[src/sv/sbtr_pkg.sv]
// ----------------------------------------------------------------------------
// sbtr_pkg - shared types, constants and helpers
// Screen size, cell geometry, fallback glyph, configuration layout and the
// job record that passes from the front end to the fill-block sequencer.
// ----------------------------------------------------------------------------
package sbtr_pkg;

  localparam int SCREEN_WIDTH  = 320;
  localparam int SCREEN_HEIGHT = 240;

  localparam int CURSOR_W = 12;
  localparam int COORD_W  = 13;
  localparam int X_W      = 9;
  localparam int Y_W      = 8;
  localparam int COLOR_W  = 16;
  localparam int SCALE_W  = 5;
  localparam int PIXCNT_W = 9;
  localparam int CODE_W   = 8;
  localparam int GLYPH_W  = 40;
  localparam int CFG_W    = 16;
  localparam int CFG_IDX_W = 3;

  localparam int CELL_COLS = 6;
  localparam int CELL_ROWS = 8;
  localparam int LINE_GAP  = 2;
  localparam int MAX_SCALE = 16;

  localparam logic [COORD_W-1:0]  SCR_W      = COORD_W'(SCREEN_WIDTH);
  localparam logic [COORD_W-1:0]  SCR_H      = COORD_W'(SCREEN_HEIGHT);
  localparam logic [CURSOR_W-1:0] CURSOR_MAX = '1;

  localparam logic [2:0] LAST_COL = 3'(CELL_COLS - 1);
  localparam logic [2:0] LAST_ROW = 3'(CELL_ROWS - 1);

  localparam logic [CODE_W-1:0] NEWLINE_CODE = 8'd10;
  localparam logic [CODE_W-1:0] PRINT_LO     = 8'd32;
  localparam logic [CODE_W-1:0] PRINT_HI     = 8'd126;

  // '?' glyph, column 0 in the low byte
  localparam logic [GLYPH_W-1:0] QMARK_GLYPH = 40'h06_09_51_01_02;

  typedef enum logic [CFG_IDX_W-1:0] {
    CFG_ORIGIN_X   = 3'd0,
    CFG_ORIGIN_Y   = 3'd1,
    CFG_FORE_COLOR = 3'd2,
    CFG_BACK_COLOR = 3'd3,
    CFG_SCALE      = 3'd4
  } cfg_idx_e;

  typedef struct packed {
    logic [X_W-1:0]     origin_x;
    logic [Y_W-1:0]     origin_y;
    logic [COLOR_W-1:0] fore_color;
    logic [COLOR_W-1:0] back_color;
    logic [SCALE_W-1:0] scale;
  } cfg_t;

  typedef struct packed {
    logic [GLYPH_W-1:0]  glyph;
    logic [CURSOR_W-1:0] col;
    logic [CURSOR_W-1:0] row;
  } job_t;

  // Clamp the scale register into 1..16
  function automatic logic [SCALE_W-1:0] eff_scale(input logic [SCALE_W-1:0] raw);
    logic [SCALE_W-1:0] s;
    s = raw;
    if (raw == '0) begin
      s = SCALE_W'(1);
    end else if (raw > SCALE_W'(MAX_SCALE)) begin
      s = SCALE_W'(MAX_SCALE);
    end
    return s;
  endfunction

  // Saturate a cursor sum at the cursor maximum
  function automatic logic [CURSOR_W-1:0] sat_cursor(input logic [COORD_W-1:0] sum);
    logic [CURSOR_W-1:0] r;
    r = sum[CURSOR_W-1:0];
    if (sum > {1'b0, CURSOR_MAX}) begin
      r = CURSOR_MAX;
    end
    return r;
  endfunction

endpackage

[src/sv/scaled_bitmap_text_rasterizer_core.sv]
// ----------------------------------------------------------------------------
// scaled_bitmap_text_rasterizer_core - scaled 5x7 text to fill rectangles
// Keeps a text cursor, expands each character into a 6x8 cell of
// scale-by-scale fill blocks and clips blocks that run off the screen.
// ----------------------------------------------------------------------------
//
//  Channel   Direction  Handshake               Payload
//  --------  ---------  ----------------------  ------------------------------
//  in        request    in_valid_i/in_stall_o   char_code, glyph_columns,
//                                               string_start
//  out       result     out_valid_o/out_stall_i rect_x0/y0/x1/y1, fill_color,
//                                               pixel_count, last_block
//  cfg       write      cfg_we_i                cfg_idx_i, cfg_data_i
//
//  Flow: one request per cycle enters while the job queue has room; the
//  sequencer gives one block per cycle unless the output stalls, up to 48
//  blocks per drawn character. Newlines and fully clipped characters use
//  the front end only. Reset: asynchronous, active low; clears cursor, queue
//  and output valid and loads register defaults. Stalls: in_stall_o rises
//  only while both queue entries wait; a taken output frees the sequencer.
// ----------------------------------------------------------------------------
module scaled_bitmap_text_rasterizer_core (
  input  logic                                  clk_i,
  input  logic                                  rst_ni,
  // configuration
  input  logic                                  cfg_we_i,
  input  logic [sbtr_pkg::CFG_IDX_W-1:0]        cfg_idx_i,
  input  logic [sbtr_pkg::CFG_W-1:0]            cfg_data_i,
  // request channel
  input  logic                                  in_valid_i,
  output logic                                  in_stall_o,
  input  logic [sbtr_pkg::CODE_W-1:0]           char_code_i,
  input  logic [sbtr_pkg::GLYPH_W-1:0]          glyph_columns_i,
  input  logic                                  string_start_i,
  // result channel
  output logic                                  out_valid_o,
  input  logic                                  out_stall_i,
  output logic [sbtr_pkg::X_W-1:0]              rect_x0_o,
  output logic [sbtr_pkg::Y_W-1:0]              rect_y0_o,
  output logic [sbtr_pkg::X_W-1:0]              rect_x1_o,
  output logic [sbtr_pkg::Y_W-1:0]              rect_y1_o,
  output logic [sbtr_pkg::COLOR_W-1:0]          fill_color_o,
  output logic [sbtr_pkg::PIXCNT_W-1:0]         pixel_count_o,
  output logic                                  last_block_o
);

  sbtr_pkg::cfg_t cfg_q;
  sbtr_pkg::job_t push_job, pop_job;
  logic           push, pop, q_full, q_empty;

  // Register file: to be written only while the block is idle; the block does not enforce it
  always_ff @(posedge clk_i or negedge rst_ni) begin
    if (!rst_ni) begin
      cfg_q.origin_x   <= '0;
      cfg_q.origin_y   <= '0;
      cfg_q.fore_color <= '1;
      cfg_q.back_color <= '0;
      cfg_q.scale      <= sbtr_pkg::SCALE_W'(1);
    end else if (cfg_we_i) begin
      case (sbtr_pkg::cfg_idx_e'(cfg_idx_i))
        sbtr_pkg::CFG_ORIGIN_X:   cfg_q.origin_x   <= cfg_data_i[sbtr_pkg::X_W-1:0];
        sbtr_pkg::CFG_ORIGIN_Y:   cfg_q.origin_y   <= cfg_data_i[sbtr_pkg::Y_W-1:0];
        sbtr_pkg::CFG_FORE_COLOR: cfg_q.fore_color <= cfg_data_i[sbtr_pkg::COLOR_W-1:0];
        sbtr_pkg::CFG_BACK_COLOR: cfg_q.back_color <= cfg_data_i[sbtr_pkg::COLOR_W-1:0];
        sbtr_pkg::CFG_SCALE:      cfg_q.scale      <= cfg_data_i[sbtr_pkg::SCALE_W-1:0];
        default: begin
          // drop writes to unused indexes
        end
      endcase
    end
  end

  // Front end: cursor and classification
  sbtr_front u_front (
    .clk_i           (clk_i),
    .rst_ni          (rst_ni),
    .cfg_i           (cfg_q),
    .in_valid_i      (in_valid_i),
    .char_code_i     (char_code_i),
    .glyph_columns_i (glyph_columns_i),
    .string_start_i  (string_start_i),
    .in_stall_o      (in_stall_o),
    .q_full_i        (q_full),
    .push_o          (push),
    .job_o           (push_job)
  );

  // Hold up to two characters between the two halves
  sbtr_queue u_queue (
    .clk_i   (clk_i),
    .rst_ni  (rst_ni),
    .push_i  (push),
    .job_i   (push_job),
    .full_o  (q_full),
    .pop_i   (pop),
    .job_o   (pop_job),
    .empty_o (q_empty)
  );

  // Back end: one fill block per cycle into the output register unless the output stalls
  sbtr_back u_back (
    .clk_i         (clk_i),
    .rst_ni        (rst_ni),
    .cfg_i         (cfg_q),
    .q_empty_i     (q_empty),
    .job_i         (pop_job),
    .pop_o         (pop),
    .out_valid_o   (out_valid_o),
    .out_stall_i   (out_stall_i),
    .rect_x0_o     (rect_x0_o),
    .rect_y0_o     (rect_y0_o),
    .rect_x1_o     (rect_x1_o),
    .rect_y1_o     (rect_y1_o),
    .fill_color_o  (fill_color_o),
    .pixel_count_o (pixel_count_o),
    .last_block_o  (last_block_o)
  );

endmodule

[src/sv/sbtr_front.sv]
// ----------------------------------------------------------------------------
// sbtr_front - request intake and text cursor
// Classifies each character, moves the cursor and queues a drawing job for
// every character that has at least one block on screen.
// ----------------------------------------------------------------------------
module sbtr_front (
  input  logic                                 clk_i,
  input  logic                                 rst_ni,
  input  sbtr_pkg::cfg_t                       cfg_i,
  input  logic                                 in_valid_i,
  input  logic [sbtr_pkg::CODE_W-1:0]          char_code_i,
  input  logic [sbtr_pkg::GLYPH_W-1:0]         glyph_columns_i,
  input  logic                                 string_start_i,
  output logic                                 in_stall_o,
  input  logic                                 q_full_i,
  output logic                                 push_o,
  output sbtr_pkg::job_t                       job_o
);

  logic [sbtr_pkg::CURSOR_W-1:0] cursor_col_q, cursor_col_d;
  logic [sbtr_pkg::CURSOR_W-1:0] cursor_row_q, cursor_row_d;
  logic [sbtr_pkg::CURSOR_W-1:0] col0, row0;
  logic [sbtr_pkg::COORD_W-1:0]  s13, nl_step, adv_step, x1, y1;
  logic                          accept, is_nl, printable, visible;

  assign in_stall_o = q_full_i;
  assign accept     = in_valid_i && !q_full_i;

  assign s13      = sbtr_pkg::COORD_W'(sbtr_pkg::eff_scale(cfg_i.scale));
  assign nl_step  = s13 * sbtr_pkg::COORD_W'(sbtr_pkg::CELL_ROWS)
                  + sbtr_pkg::COORD_W'(sbtr_pkg::LINE_GAP);
  assign adv_step = s13 * sbtr_pkg::COORD_W'(sbtr_pkg::CELL_COLS);

  assign col0 = string_start_i ? sbtr_pkg::CURSOR_W'(cfg_i.origin_x) : cursor_col_q;
  assign row0 = string_start_i ? sbtr_pkg::CURSOR_W'(cfg_i.origin_y) : cursor_row_q;

  assign is_nl     = (char_code_i == sbtr_pkg::NEWLINE_CODE);
  assign printable = char_code_i inside {[sbtr_pkg::PRINT_LO:sbtr_pkg::PRINT_HI]};

  // Top-left block decides whether anything of the cell shows
  assign x1      = {1'b0, col0} + s13 - sbtr_pkg::COORD_W'(1);
  assign y1      = {1'b0, row0} + s13 - sbtr_pkg::COORD_W'(1);
  assign visible = (x1 < sbtr_pkg::SCR_W) && (y1 < sbtr_pkg::SCR_H);

  assign push_o      = accept && !is_nl && visible;
  assign job_o.glyph = printable ? glyph_columns_i : sbtr_pkg::QMARK_GLYPH;
  assign job_o.col   = col0;
  assign job_o.row   = row0;

  always_comb begin
    cursor_col_d = cursor_col_q;
    cursor_row_d = cursor_row_q;
    if (accept) begin
      if (is_nl) begin
        cursor_col_d = sbtr_pkg::CURSOR_W'(cfg_i.origin_x);
        cursor_row_d = sbtr_pkg::sat_cursor({1'b0, row0} + nl_step);
      end else begin
        cursor_col_d = sbtr_pkg::sat_cursor({1'b0, col0} + adv_step);
        cursor_row_d = row0;
      end
    end
  end

  always_ff @(posedge clk_i or negedge rst_ni) begin
    if (!rst_ni) begin
      cursor_col_q <= '0;
      cursor_row_q <= '0;
    end else begin
      cursor_col_q <= cursor_col_d;
      cursor_row_q <= cursor_row_d;
    end
  end

endmodule

[src/sv/sbtr_queue.sv]
// ----------------------------------------------------------------------------
// sbtr_queue - two-entry job queue
// Decouples the cursor front end from the block sequencer.
// ----------------------------------------------------------------------------
module sbtr_queue (
  input  logic           clk_i,
  input  logic           rst_ni,
  input  logic           push_i,
  input  sbtr_pkg::job_t job_i,
  output logic           full_o,
  input  logic           pop_i,
  output sbtr_pkg::job_t job_o,
  output logic           empty_o
);

  sbtr_pkg::job_t mem_q [2];
  logic           wr_ptr_q, rd_ptr_q;
  logic [1:0]     count_q, count_d;

  assign full_o  = (count_q == 2'd2);
  assign empty_o = (count_q == 2'd0);
  assign job_o   = mem_q[rd_ptr_q];

  always_comb begin
    count_d = count_q;
    if (push_i && !pop_i) begin
      count_d = count_q + 2'd1;
    end else if (pop_i && !push_i) begin
      count_d = count_q - 2'd1;
    end
  end

  always_ff @(posedge clk_i or negedge rst_ni) begin
    if (!rst_ni) begin
      wr_ptr_q <= 1'b0;
      rd_ptr_q <= 1'b0;
      count_q  <= 2'd0;
    end else begin
      if (push_i) begin
        wr_ptr_q <= !wr_ptr_q;
      end
      if (pop_i) begin
        rd_ptr_q <= !rd_ptr_q;
      end
      count_q <= count_d;
    end
  end

  always_ff @(posedge clk_i) begin
    if (push_i) begin
      mem_q[wr_ptr_q] <= job_i;
    end
  end

  a_no_push_full: assert property (@(posedge clk_i) disable iff (!rst_ni)
    push_i |-> !full_o)
    else $error("job pushed into a full queue");

  a_no_pop_empty: assert property (@(posedge clk_i) disable iff (!rst_ni)
    pop_i |-> !empty_o)
    else $error("job popped from an empty queue");

endmodule

[src/sv/sbtr_back.sv]
// ----------------------------------------------------------------------------
// sbtr_back - fill-block sequencer
// Walks the visible blocks of one cell column by column, top to bottom, and
// registers one fill rectangle per cycle while the output is not stalled.
// ----------------------------------------------------------------------------
module sbtr_back (
  input  logic                                clk_i,
  input  logic                                rst_ni,
  input  sbtr_pkg::cfg_t                      cfg_i,
  input  logic                                q_empty_i,
  input  sbtr_pkg::job_t                      job_i,
  output logic                                pop_o,
  output logic                                out_valid_o,
  input  logic                                out_stall_i,
  output logic [sbtr_pkg::X_W-1:0]            rect_x0_o,
  output logic [sbtr_pkg::Y_W-1:0]            rect_y0_o,
  output logic [sbtr_pkg::X_W-1:0]            rect_x1_o,
  output logic [sbtr_pkg::Y_W-1:0]            rect_y1_o,
  output logic [sbtr_pkg::COLOR_W-1:0]        fill_color_o,
  output logic [sbtr_pkg::PIXCNT_W-1:0]       pixel_count_o,
  output logic                                last_block_o
);

  logic                                 busy_q;
  logic                                 out_valid_q;
  logic [2:0]                           c_q, r_q;
  logic [sbtr_pkg::COORD_W-1:0]         px_q, py_q, row_base_q;
  logic [sbtr_pkg::GLYPH_W-1:0]         glyph_q;

  logic [sbtr_pkg::SCALE_W-1:0]         s;
  logic [sbtr_pkg::COORD_W-1:0]         s13, x1, y1, nx1, ny1;
  logic [sbtr_pkg::CELL_COLS*8-1:0]     dot_map;
  logic                                 row_more, col_more, emit, done, take, dot;

  logic [sbtr_pkg::X_W-1:0]             x0_q, x1_q;
  logic [sbtr_pkg::Y_W-1:0]             y0_q, y1_q;
  logic [sbtr_pkg::COLOR_W-1:0]         color_q;
  logic [sbtr_pkg::PIXCNT_W-1:0]        pixcnt_q;
  logic                                 last_q;

  assign s   = sbtr_pkg::eff_scale(cfg_i.scale);
  assign s13 = sbtr_pkg::COORD_W'(s);
  assign x1  = px_q + s13 - sbtr_pkg::COORD_W'(1);
  assign y1  = py_q + s13 - sbtr_pkg::COORD_W'(1);
  assign nx1 = x1 + s13;
  assign ny1 = y1 + s13;

  // Visible blocks form a prefix in both directions
  assign row_more = (r_q != sbtr_pkg::LAST_ROW) && (ny1 < sbtr_pkg::SCR_H);
  assign col_more = (c_q != sbtr_pkg::LAST_COL) && (nx1 < sbtr_pkg::SCR_W);

  // Blank sixth column above the glyph bytes
  assign dot_map = {8'h00, glyph_q};
  assign dot     = dot_map[{c_q, r_q}];

  assign emit  = busy_q && (!out_valid_q || !out_stall_i);
  assign done  = emit && !row_more && !col_more;
  assign take  = !q_empty_i && (!busy_q || done);
  assign pop_o = take;

  always_ff @(posedge clk_i or negedge rst_ni) begin
    if (!rst_ni) begin
      busy_q      <= 1'b0;
      out_valid_q <= 1'b0;
    end else begin
      if (take) begin
        busy_q <= 1'b1;
      end else if (done) begin
        busy_q <= 1'b0;
      end
      if (emit) begin
        out_valid_q <= 1'b1;
      end else if (!out_stall_i) begin
        out_valid_q <= 1'b0;
      end
    end
  end

  always_ff @(posedge clk_i) begin
    if (take) begin
      c_q        <= 3'd0;
      r_q        <= 3'd0;
      px_q       <= sbtr_pkg::COORD_W'(job_i.col);
      py_q       <= sbtr_pkg::COORD_W'(job_i.row);
      row_base_q <= sbtr_pkg::COORD_W'(job_i.row);
      glyph_q    <= job_i.glyph;
    end else if (emit && !done) begin
      if (row_more) begin
        r_q  <= r_q + 3'd1;
        py_q <= py_q + s13;
      end else begin
        c_q  <= c_q + 3'd1;
        r_q  <= 3'd0;
        py_q <= row_base_q;
        px_q <= px_q + s13;
      end
    end
    if (emit) begin
      x0_q     <= px_q[sbtr_pkg::X_W-1:0];
      y0_q     <= py_q[sbtr_pkg::Y_W-1:0];
      x1_q     <= x1[sbtr_pkg::X_W-1:0];
      y1_q     <= y1[sbtr_pkg::Y_W-1:0];
      color_q  <= dot ? cfg_i.fore_color : cfg_i.back_color;
      pixcnt_q <= sbtr_pkg::PIXCNT_W'(s) * sbtr_pkg::PIXCNT_W'(s);
      last_q   <= !row_more && !col_more;
    end
  end

  assign out_valid_o   = out_valid_q;
  assign rect_x0_o     = x0_q;
  assign rect_y0_o     = y0_q;
  assign rect_x1_o     = x1_q;
  assign rect_y1_o     = y1_q;
  assign fill_color_o  = color_q;
  assign pixel_count_o = pixcnt_q;
  assign last_block_o  = last_q;

  a_col_bound: assert property (@(posedge clk_i) disable iff (!rst_ni)
    busy_q |-> (c_q <= sbtr_pkg::LAST_COL))
    else $error("cell column counter past the blank column");

  a_done_idle: assert property (@(posedge clk_i) disable iff (!rst_ni)
    done |=> (!busy_q || $past(take)))
    else $error("sequencer still busy after its last block without a new job");

endmodule

[config.mk]
export PLATFORM = sky130hd
export DESIGN_NAME = scaled_bitmap_text_rasterizer_core
export DESIGN_NICKNAME = d
export VERILOG_FILES = /design/src/sv/sbtr_pkg.sv /design/src/sv/scaled_bitmap_text_rasterizer_core.sv /design/src/sv/sbtr_front.sv /design/src/sv/sbtr_queue.sv /design/src/sv/sbtr_back.sv
export SDC_FILE = /design/constraint.sdc
export NUM_CORES = 1
export LEC_CHECK = 0
export BUFFER_PORTS_ARGS = -buffer_cell sky130_fd_sc_hd__buf_2
export CORE_MARGIN = 1.5
export CORE_UTILIZATION = 45
export DETAILED_ROUTE_END_ITERATION = 7
export MAX_ROUTING_LAYER = met4
export PLACE_DENSITY = 0.71
export RECOVER_POWER = 50
export SLEW_MARGIN = 10
export SYNTH_ARGS = -nofsm -noshare
export SYNTH_HDL_FRONTEND = slang
export SYNTH_HIERARCHICAL = 1
export SYNTH_SLANG_ARGS = --single-unit
export TNS_END_PERCENT = 100
[constraint.sdc]
create_clock -name clk_i -period 7.3 [get_ports clk_i]
set_clock_uncertainty 0.05 [all_clocks]
set_input_delay 0 -clock clk_i [delete_from_list [all_inputs] [get_ports clk_i]]
set_output_delay 0 -clock clk_i [all_outputs]
set_load 0.02 [all_outputs]
# Word-level counts from Yosys, hierarchy flattened
# Memory sizes are Yosys's and may differ from the RTL's.
# Cells that the tools add are included.
# op_classes
addsub	17
n_mul	2
magnitude_cmp	10
eq_ne	10
mux	27
n_bitwise	1
n_reduce_logical	43
# ops
cell	n
12-bit 2-to-1 mux	11
13-bit by 5-bit adder with 13-bit output	4
13-bit by 1-bit subtractor with 13-bit output (second input constant)	4
40-bit 2-to-1 mux	1
12-bit by 13-bit adder with 13-bit output	2
12-bit by 5-bit adder with 13-bit output	2
13-bit by 12-bit greater-than comparator with 1-bit output (second input constant)	2
13-bit by 8-bit less-than comparator with 1-bit output (second input constant)	2
13-bit by 9-bit less-than comparator with 1-bit output (second input constant)	2
16-bit 2-to-1 mux	1
1-bit logical AND	15
2-bit AND reduction	7
1-bit logical NOT	13
13-bit 2-to-1 mux	1
5-bit 2-to-1 mux	2
8-bit by 2-bit adder with 9-bit output (second input constant)	1
5-bit by 5-bit multiplier with 9-bit output	1
8-bit by 4-bit == test with 1-bit output (second input constant)	1
8-bit by 6-bit >= comparator with 1-bit output (second input constant)	1
8-bit by 7-bit <= comparator with 1-bit output (second input constant)	1
6-bit by 7-bit less-than comparator with 1-bit output (second input constant)	1
5-bit by 2-bit multiplier with 7-bit output (second input constant)	1
1-bit 2-to-1 mux	7
3-bit by 1-bit adder with 3-bit output (second input constant)	2
other kinds (19)	25
# word_totals
register_bits	228
ram_bits	128
input_bits	73
word_cells	138
memories	1
# memory_table
name	depth	word_bits	rd	rd_ports_with_merged_regs	wr	line_no	rtl
u_queue.mem_q	2	64	1	0	1	sbtr_queue.sv:16	sbtr_pkg::job_t mem_q [2];

# Longest topological paths before layout
# depth
depth_word	16
depth_mapped	25
depth_no_buf	24

# Modules after synthesis
# Netlist, hierarchy kept.
# by_module_without_submodules
module	instances	cells_each	area_each_um2	seq_area_each_um2
sbtr_back	1	616	8074.0	4264.1
sbtr_queue	1	215	5011.1	3943.8
sbtr_front	1	493	3739.8	600.6
scaled_bitmap_text_rasterizer_core	1	117	2078.2	1372.6

# Worst setup path after synthesis
# Ideal clock, no wire load.
# synth_path
path_kind	input to register
startpoint	input port string_start_i
endpoint	memory u_queue/mem_q[0][0] (netlist bit), enable pin
t_arrival_ps	6140
path_slack_ps	616
stages	15
path_buffers	3
path_cell_list	buf_6 clkbuf_1 buf_1 mux2i_1 ha_1 inv_1 ha_1 or2_2 nor4_1 o21ai_1 a211oi_1 o2bb2ai_1 nand4b_1 a2111oi_2 nor2b_1
# synth_between
elab_chain_len	8
word_cells_on_any_way	12
# synth_rtl
element	line_no	rtl
from (decl)	scaled_bitmap_text_rasterizer_core.sv:34	input logic string_start_i,
12-bit 2-to-1 mux (on tied branches)	sbtr_front.sv:34, sbtr_front.sv:35	
12-bit by 5-bit adder with 13-bit output (on tied branches)	sbtr_front.sv:41, sbtr_front.sv:42	
13-bit by 1-bit subtractor with 13-bit output (on tied branches)	sbtr_front.sv:41, sbtr_front.sv:42	
13-bit by 9-bit less-than comparator with 1-bit output or 13-bit by 8-bit less-than comparator with 1-bit output (tied branches)	sbtr_front.sv:43	assign visible = (x1 < sbtr_pkg::SCR_W) && (y1 < sbtr_pkg::SCR_H);
1-bit logical AND (*)	sbtr_front.sv:43	
1-bit logical AND (*)	sbtr_front.sv:45	assign push_o = accept && !is_nl && visible;
via push	scaled_bitmap_text_rasterizer_core.sv:49	logic push, pop, q_full, q_empty;
1-bit 2-to-1 mux (*)	sbtr_queue.sv:50	if (push_i) begin
1-bit 2-to-1 mux (implied by the code) (*)	sbtr_queue.sv:51	mem_q[wr_ptr_q] <= job_i;
to (decl)	sbtr_queue.sv:16	
# Mark *: on every way through the listed nets, which the timed path passes. The rest lies on a longest branch.

# Worst setup path after layout
# layout_path
startpoint	register cfg_q[4] (netlist bit)
endpoint	register u_back/px_q[0] (netlist bit), enable pin
# layout_between
word_cells_on_any_way	25
# layout_lines
element	line_no	rtl
from (decl)	scaled_bitmap_text_rasterizer_core.sv:47	sbtr_pkg::cfg_t cfg_q;
5-bit greater-than comparator	sbtr_pkg.sv:70	end else if (raw > SCALE_W'(MAX_SCALE)) begin
5-bit 2-to-1 mux	sbtr_pkg.sv:70	
5-bit 2-to-1 mux (*)	sbtr_pkg.sv:68	if (raw == '0) begin
13-bit by 5-bit adder with 13-bit output (*)	sbtr_back.sv:43	assign x1 = px_q + s13 - sbtr_pkg::COORD_W'(1);
13-bit by 1-bit subtractor with 13-bit output (*)	sbtr_back.sv:43	
via u_back.x1 (one bit)	sbtr_back.sv:31	logic [sbtr_pkg::COORD_W-1:0] s13, x1, y1, nx1, ny1;
13-bit by 5-bit adder with 13-bit output (*)	sbtr_back.sv:45	assign nx1 = x1 + s13;
13-bit by 9-bit less-than comparator with 1-bit output (*)	sbtr_back.sv:50	assign col_more = (c_q != sbtr_pkg::LAST_COL) && (nx1 < sbtr_pkg::SCR_W);
1-bit logical AND (*)	sbtr_back.sv:50	
1-bit logical NOT (*)	sbtr_back.sv:57	assign done = emit && !row_more && !col_more;
1-bit logical AND (*)	sbtr_back.sv:57	
1-bit logical OR or 1-bit logical NOT (tied branches)	sbtr_back.sv:58, sbtr_back.sv:87	
1-bit logical AND (on tied branches)	sbtr_back.sv:58, sbtr_back.sv:87	
2-bit inequality test (no line) or 2-bit nonzero test (tied branches)	--	
2-bit AND reduction (no line) (*)	--	
to (signal assigned)	sbtr_back.sv:83	px_q <= sbtr_pkg::COORD_W'(job_i.col);
to (signal assigned)	sbtr_back.sv:95	px_q <= px_q + s13;
to (decl)	sbtr_back.sv:27	logic [sbtr_pkg::COORD_W-1:0] px_q, py_q, row_base_q;
# Marks and branches as above.
# A chain may end at the register's enable or synchronous reset.

==> impl_table.tex <==
\begin{tabular}{lr}
\hline
Metric & Value \\
\hline
\multicolumn{2}{l}{\textbf{Power}} \\
Sequential share of power & 35.9\% \\
Leakage power & $\sim$8.6 nW \\
Relative contribution of combinational cells to total power & between 40\% and 50\% \\
Areal power density over the cells & $\sim$430 nW/um\^{}2 \\
Power dissipated by switching net loads & approximately 3.6 mW \\
Cell-internal power & 5.93 mW \\
Clock network fraction of design power & between 20 and 25\% \\
Peak VDD IR & about 0.00023 V \\
Switching share of power & between 30\% and 40\% \\
\multicolumn{2}{l}{\textbf{Setup path}} \\
Data required time at the worst endpoint & 7.41 ns \\
Critical path arrival & 6.39 ns \\
Worst setup EP type & flop \\
Kind of launch point of the worst setup path & flop \\
Critical path class & flop to flop \\
Maximum fanout along the worst path & 12 \\
\multicolumn{2}{l}{\textbf{Clock network}} \\
CTS Root Cell & sky130\_fd\_sc\_hd\_\_clkbuf\_16 \\
CTS tree & done \\
Count of instances resized after the clock tree is built & 0 \\
Worst-skew pair later-pin latency & around 0.56 ns \\
Maximum buffer depth of the clock tree & 3 \\
H-tree Lvls & 2 \\
Number of buffers added by the clock tree synthesis step & 40 \\
Clock input transition at the sequential cells of the worst setup and hold paths & approximately 0.060 ns \\
Number of clock sinks & about 360 \\
\multicolumn{2}{l}{\textbf{Synthesis}} \\
Share of async-settable or async-resettable flops after synthesis & approximately a quarter \\
Most used DFF post-synth & sky130\_fd\_sc\_hd\_\_edfxtp\_1 \\
Library cells used by synthesis & 95 \\
Share of the yosys chip area belonging to registers & 53.9\% \\
Cells after Synth & roughly 1.4k \\
Netlist Area Pre-Place & roughly 19,000 sq um \\
Seq cells post-synth & 355 \\
Post-synth EDFFs & around 260 \\
Synthesized area divided by synthesized cell count & about 13 sq um \\
Number of warnings printed during yosys synthesis & 6 \\
\multicolumn{2}{l}{\textbf{Floorplan}} \\
X dimension of the die & between 200 and 250 um \\
Core Region & $\sim$41,000 sq um \\
Std cell rows & 74 \\
Initial core utilization & 46.0\% \\
Ports placed on the boundary & 135 \\
Vertical die dimension & about 210 um \\
Die ar. & about 43,000 sq um \\
\multicolumn{2}{l}{\textbf{Cells and area}} \\
Fraction of final layout cells with drive strength greater than 1 & 20.7\% \\
Number of nets in the finished design & between 1.5k and 2k \\
Area Overhead vs Synth & 15.8\% \\
Highest-count cells in the layout ignoring fill and taps & sky130\_fd\_sc\_hd\_\_edfxtp\_1 (263), sky130\_fd\_sc\_hd\_\_mux2\_2 (93), sky130\_fd\_sc\_hd\_\_ha\_1 (89) \\
Share of the core filled with cells in the final layout & between 50 and 60\% \\
N\_diodes & 0 \\
Most common cell after layout, fill and taps aside & sky130\_fd\_sc\_hd\_\_edfxtp\_1 \\
\multicolumn{2}{l}{\textbf{Status}} \\
Status & finished, violations left \\
Violations in the final reports & capacitance limit, slew limit \\
\multicolumn{2}{l}{\textbf{Route}} \\
Number of search-and-repair iterations in the first detailed-routing pass & 5 \\
Routed wirelength normalized by instance count & around 19 um \\
Max layer used & met4 \\
Post-route DRC & 0 \\
Number of DRC violations after detailed-routing iteration 0 & 765 \\
WL met1 & $\sim$19,000 um \\
Vias per Instance & around 5.5 \\
Detailed-routed wire length on met3 & 1990 um \\
Length of routed met2 wiring & approximately 20,000 um \\
Count of antenna-violating nets left after detailed routing & 0 \\
Drt total wl & between 40,000 and 50,000 um \\
Vias post-DR & between 10k and 15k \\
\multicolumn{2}{l}{\textbf{Timing}} \\
Worst hold-check slack & 0.0616 ns \\
Crit path time final & about 6.3 ns \\
Max-slew headroom at the worst pin & -165\% \\
Final number of max-transition violations & 230 \\
RSZ-0062 raised after global routing & no \\
Setup Total Neg Slack & 0 ns \\
Slew at the pin closest to its max-slew limit & 3.97 ns \\
Final hold violations & 0 \\
Final setup margin & 1.02 ns \\
Setup-failing EPs final & 0 \\
Highest achievable clock rate & $\sim$160 MHz \\
Fraction of the cycle the final worst path needs & a little under nine tenths \\
\multicolumn{2}{l}{\textbf{Global route}} \\
Antenna violations before repair & 0 \\
First-pass GRT wire length & between 60,000 and 70,000 um \\
Grt ovf & 0 \\
Total routing resource utilization after global routing & roughly a fifth \\
Via count of the first global-routing pass & about 12k \\
Largest net degree at the start of global routing & 75 \\
\multicolumn{2}{l}{\textbf{Placed design}} \\
Half-perimeter wire length after placement & 29,500 um \\
PortBufs & roughly 130 \\
Global placement routability congestion & 0.916 \\
Post-Place Setup Slack & 1.15 ns \\
\multicolumn{2}{l}{\textbf{Worst hold path}} \\
Worst hold path type & input port to flop \\
\multicolumn{2}{l}{\textbf{Job}} \\
Total of max-cap violations & 6 \\
\hline
\end{tabular}
-- layer usage --
| layer | track usage, % | vias up |
|---|---|---|
| met5 | - | - |
| met2 | 31.7 | 328 |
| met4 | 6.77 | 0 |
| met3 | 3.02 | 78 |
| li1 | - | 5830 |
| met1 | 26.3 | 5974 |
-- cells in the mapped netlist (all sizes together) (13+ instances only) --
cell type	count	area share, %
mux2	168	11
nor2	51	1.0
nor2b	16	0.53
clkbuf	29	0.58
inv	76	1.5
xnor2	34	1.6
and3	13	0.43
mux2i	29	1.5
nand3	30	0.82
buf	25	1.0
o21ai	59	1.6
nor3	29	0.79
dfrtp	67	8.9
a21o	14	0.56
and2	45	1.5
nand2	63	1.3
nand2b	16	0.53
xor2	26	1.2
o211ai	18	0.71
a21oi	66	1.8
edfxtp	263	42
dfstp	17	2.4
ha	89	5.9
-- cell type report --
| class | count | area [sq um] |
|---|---|---|
| fillers | 3512 | 19200 |
| well taps | 532 | 666 |
| inverters | 76 | 285 |
| clock buffers | 52 | 1120 |
| clock inverters | 21 | 260 |
| flip-flops and latches | 355 | 10200 |
| repair buffers | 216 | 1370 |
| multi-input cells | 959 | 8010 |
-- logic make-up (layout without fill, tap and decap cells) --
kind of cell | count (synthesis) | after routing | synth area share [%]
other cells | 1 | 4 | 0.0198
compound gates | 252 | 252 | 9.23
xor+xnor | 60 | 60 | 2.78
buf+inv | 130 | 365 | 3.12
fa+ha+maj | 96 | 96 | 6.63
simple gates | 338 | 338 | 9.99
flops | 355 | 355 | 53.9
mux | 209 | 209 | 14.4
-- final timing paths --
path | from | endpoint | slack [ns] | cells after the start
setup reg to reg | cfg_q[4]$_DFFE_PN0P_ | u_back/px_q[0]$_DFFE_PP_ | 1.02 | 19
hold / removal | char_code_i[1] | u_front/cursor_col_q[10]$_DFFE_PN0P_ | 0.06 | 5
hold reg to reg | u_front/cursor_col_q[8]$_DFFE_PN0P_ | u_front/cursor_col_q[8]$_DFFE_PN0P_ | 0.42 | 1
min in group asynchronous | rst_ni | cfg_q[0]$_DFFE_PN1P_ | 0.51 | 3
setup / recovery | cfg_q[4]$_DFFE_PN0P_ | u_back/px_q[0]$_DFFE_PP_ | 1.02 | 19
max in group asynchronous | rst_ni | u_front/cursor_row_q[9]$_DFFE_PN0P_ | 2.86 | 4
-- per-stage QoR --
stage	std cells	total power [mW]	cell area, sq um
after detailed placement	2072	7.46	20100
after global routing	2211	10.0	21900
after floorplan	1444	6.41	18900
final	2211	9.48	21900
after CTS	2211	9.62	22200
after global placement	2072	7.37	20100
-- power groups by stage --
stage                     Sequential (mW)  Clock, mW  Combinational [mW]
after detailed placement             3.45          0                4.01
after CTS                            3.42       2.13                4.07
after global placement               3.44          0                3.94
after floorplan                      3.45          0                2.96
after global routing                 3.47       2.20                4.37
final                                3.41       2.08                4.00
-- worst max-delay path, cell delays in order, from the launching register on --
cell	delay, ns
sky130_fd_sc_hd__dfrtp_1	0.49
sky130_fd_sc_hd__buf_4	0.25
sky130_fd_sc_hd__nor2b_1	0.11
sky130_fd_sc_hd__clkbuf_1	0.54
sky130_fd_sc_hd__ha_1	0.37
sky130_fd_sc_hd__nand3_2	0.13
sky130_fd_sc_hd__a21boi_0	0.15
sky130_fd_sc_hd__nor2_1	0.42
sky130_fd_sc_hd__nor3_1	0.12
sky130_fd_sc_hd__buf_4	0.18
sky130_fd_sc_hd__nand2b_1	0.16
sky130_fd_sc_hd__ha_1	0.30
sky130_fd_sc_hd__nand2_1	0.06
sky130_fd_sc_hd__o21ai_0	0.36
sky130_fd_sc_hd__nand2_1	0.12
sky130_fd_sc_hd__a2111o_1	0.36
sky130_fd_sc_hd__o31a_1	0.13
sky130_fd_sc_hd__a2111oi_2	0.38
sky130_fd_sc_hd__o21ai_1	0.30
sky130_fd_sc_hd__o21bai_1	0.89
-- flip-flops by register name, summed over array words and instances (netlist names), 9 cells and up --
| name | flops |
|---|---|
| cfg_q | 54 |
| u_back/fill_color_o | 16 |
| u_back/glyph_q | 40 |
| u_back/px_q | 13 |
| u_back/py_q | 13 |
| u_back/rect_x0_o | 9 |
| u_back/rect_x1_o | 9 |
| u_back/row_base_q | 12 |
| u_front/cursor_col_q | 12 |
| u_front/cursor_row_q | 12 |
| u_queue/mem_q | 128 |
-- what timing repair did --
item                      CTS  global route
buffers inserted            0             0
hold buffers               66             0
hold endpoints to repair  214             0
Note: power is estimated with default switching activity, not from simulation.
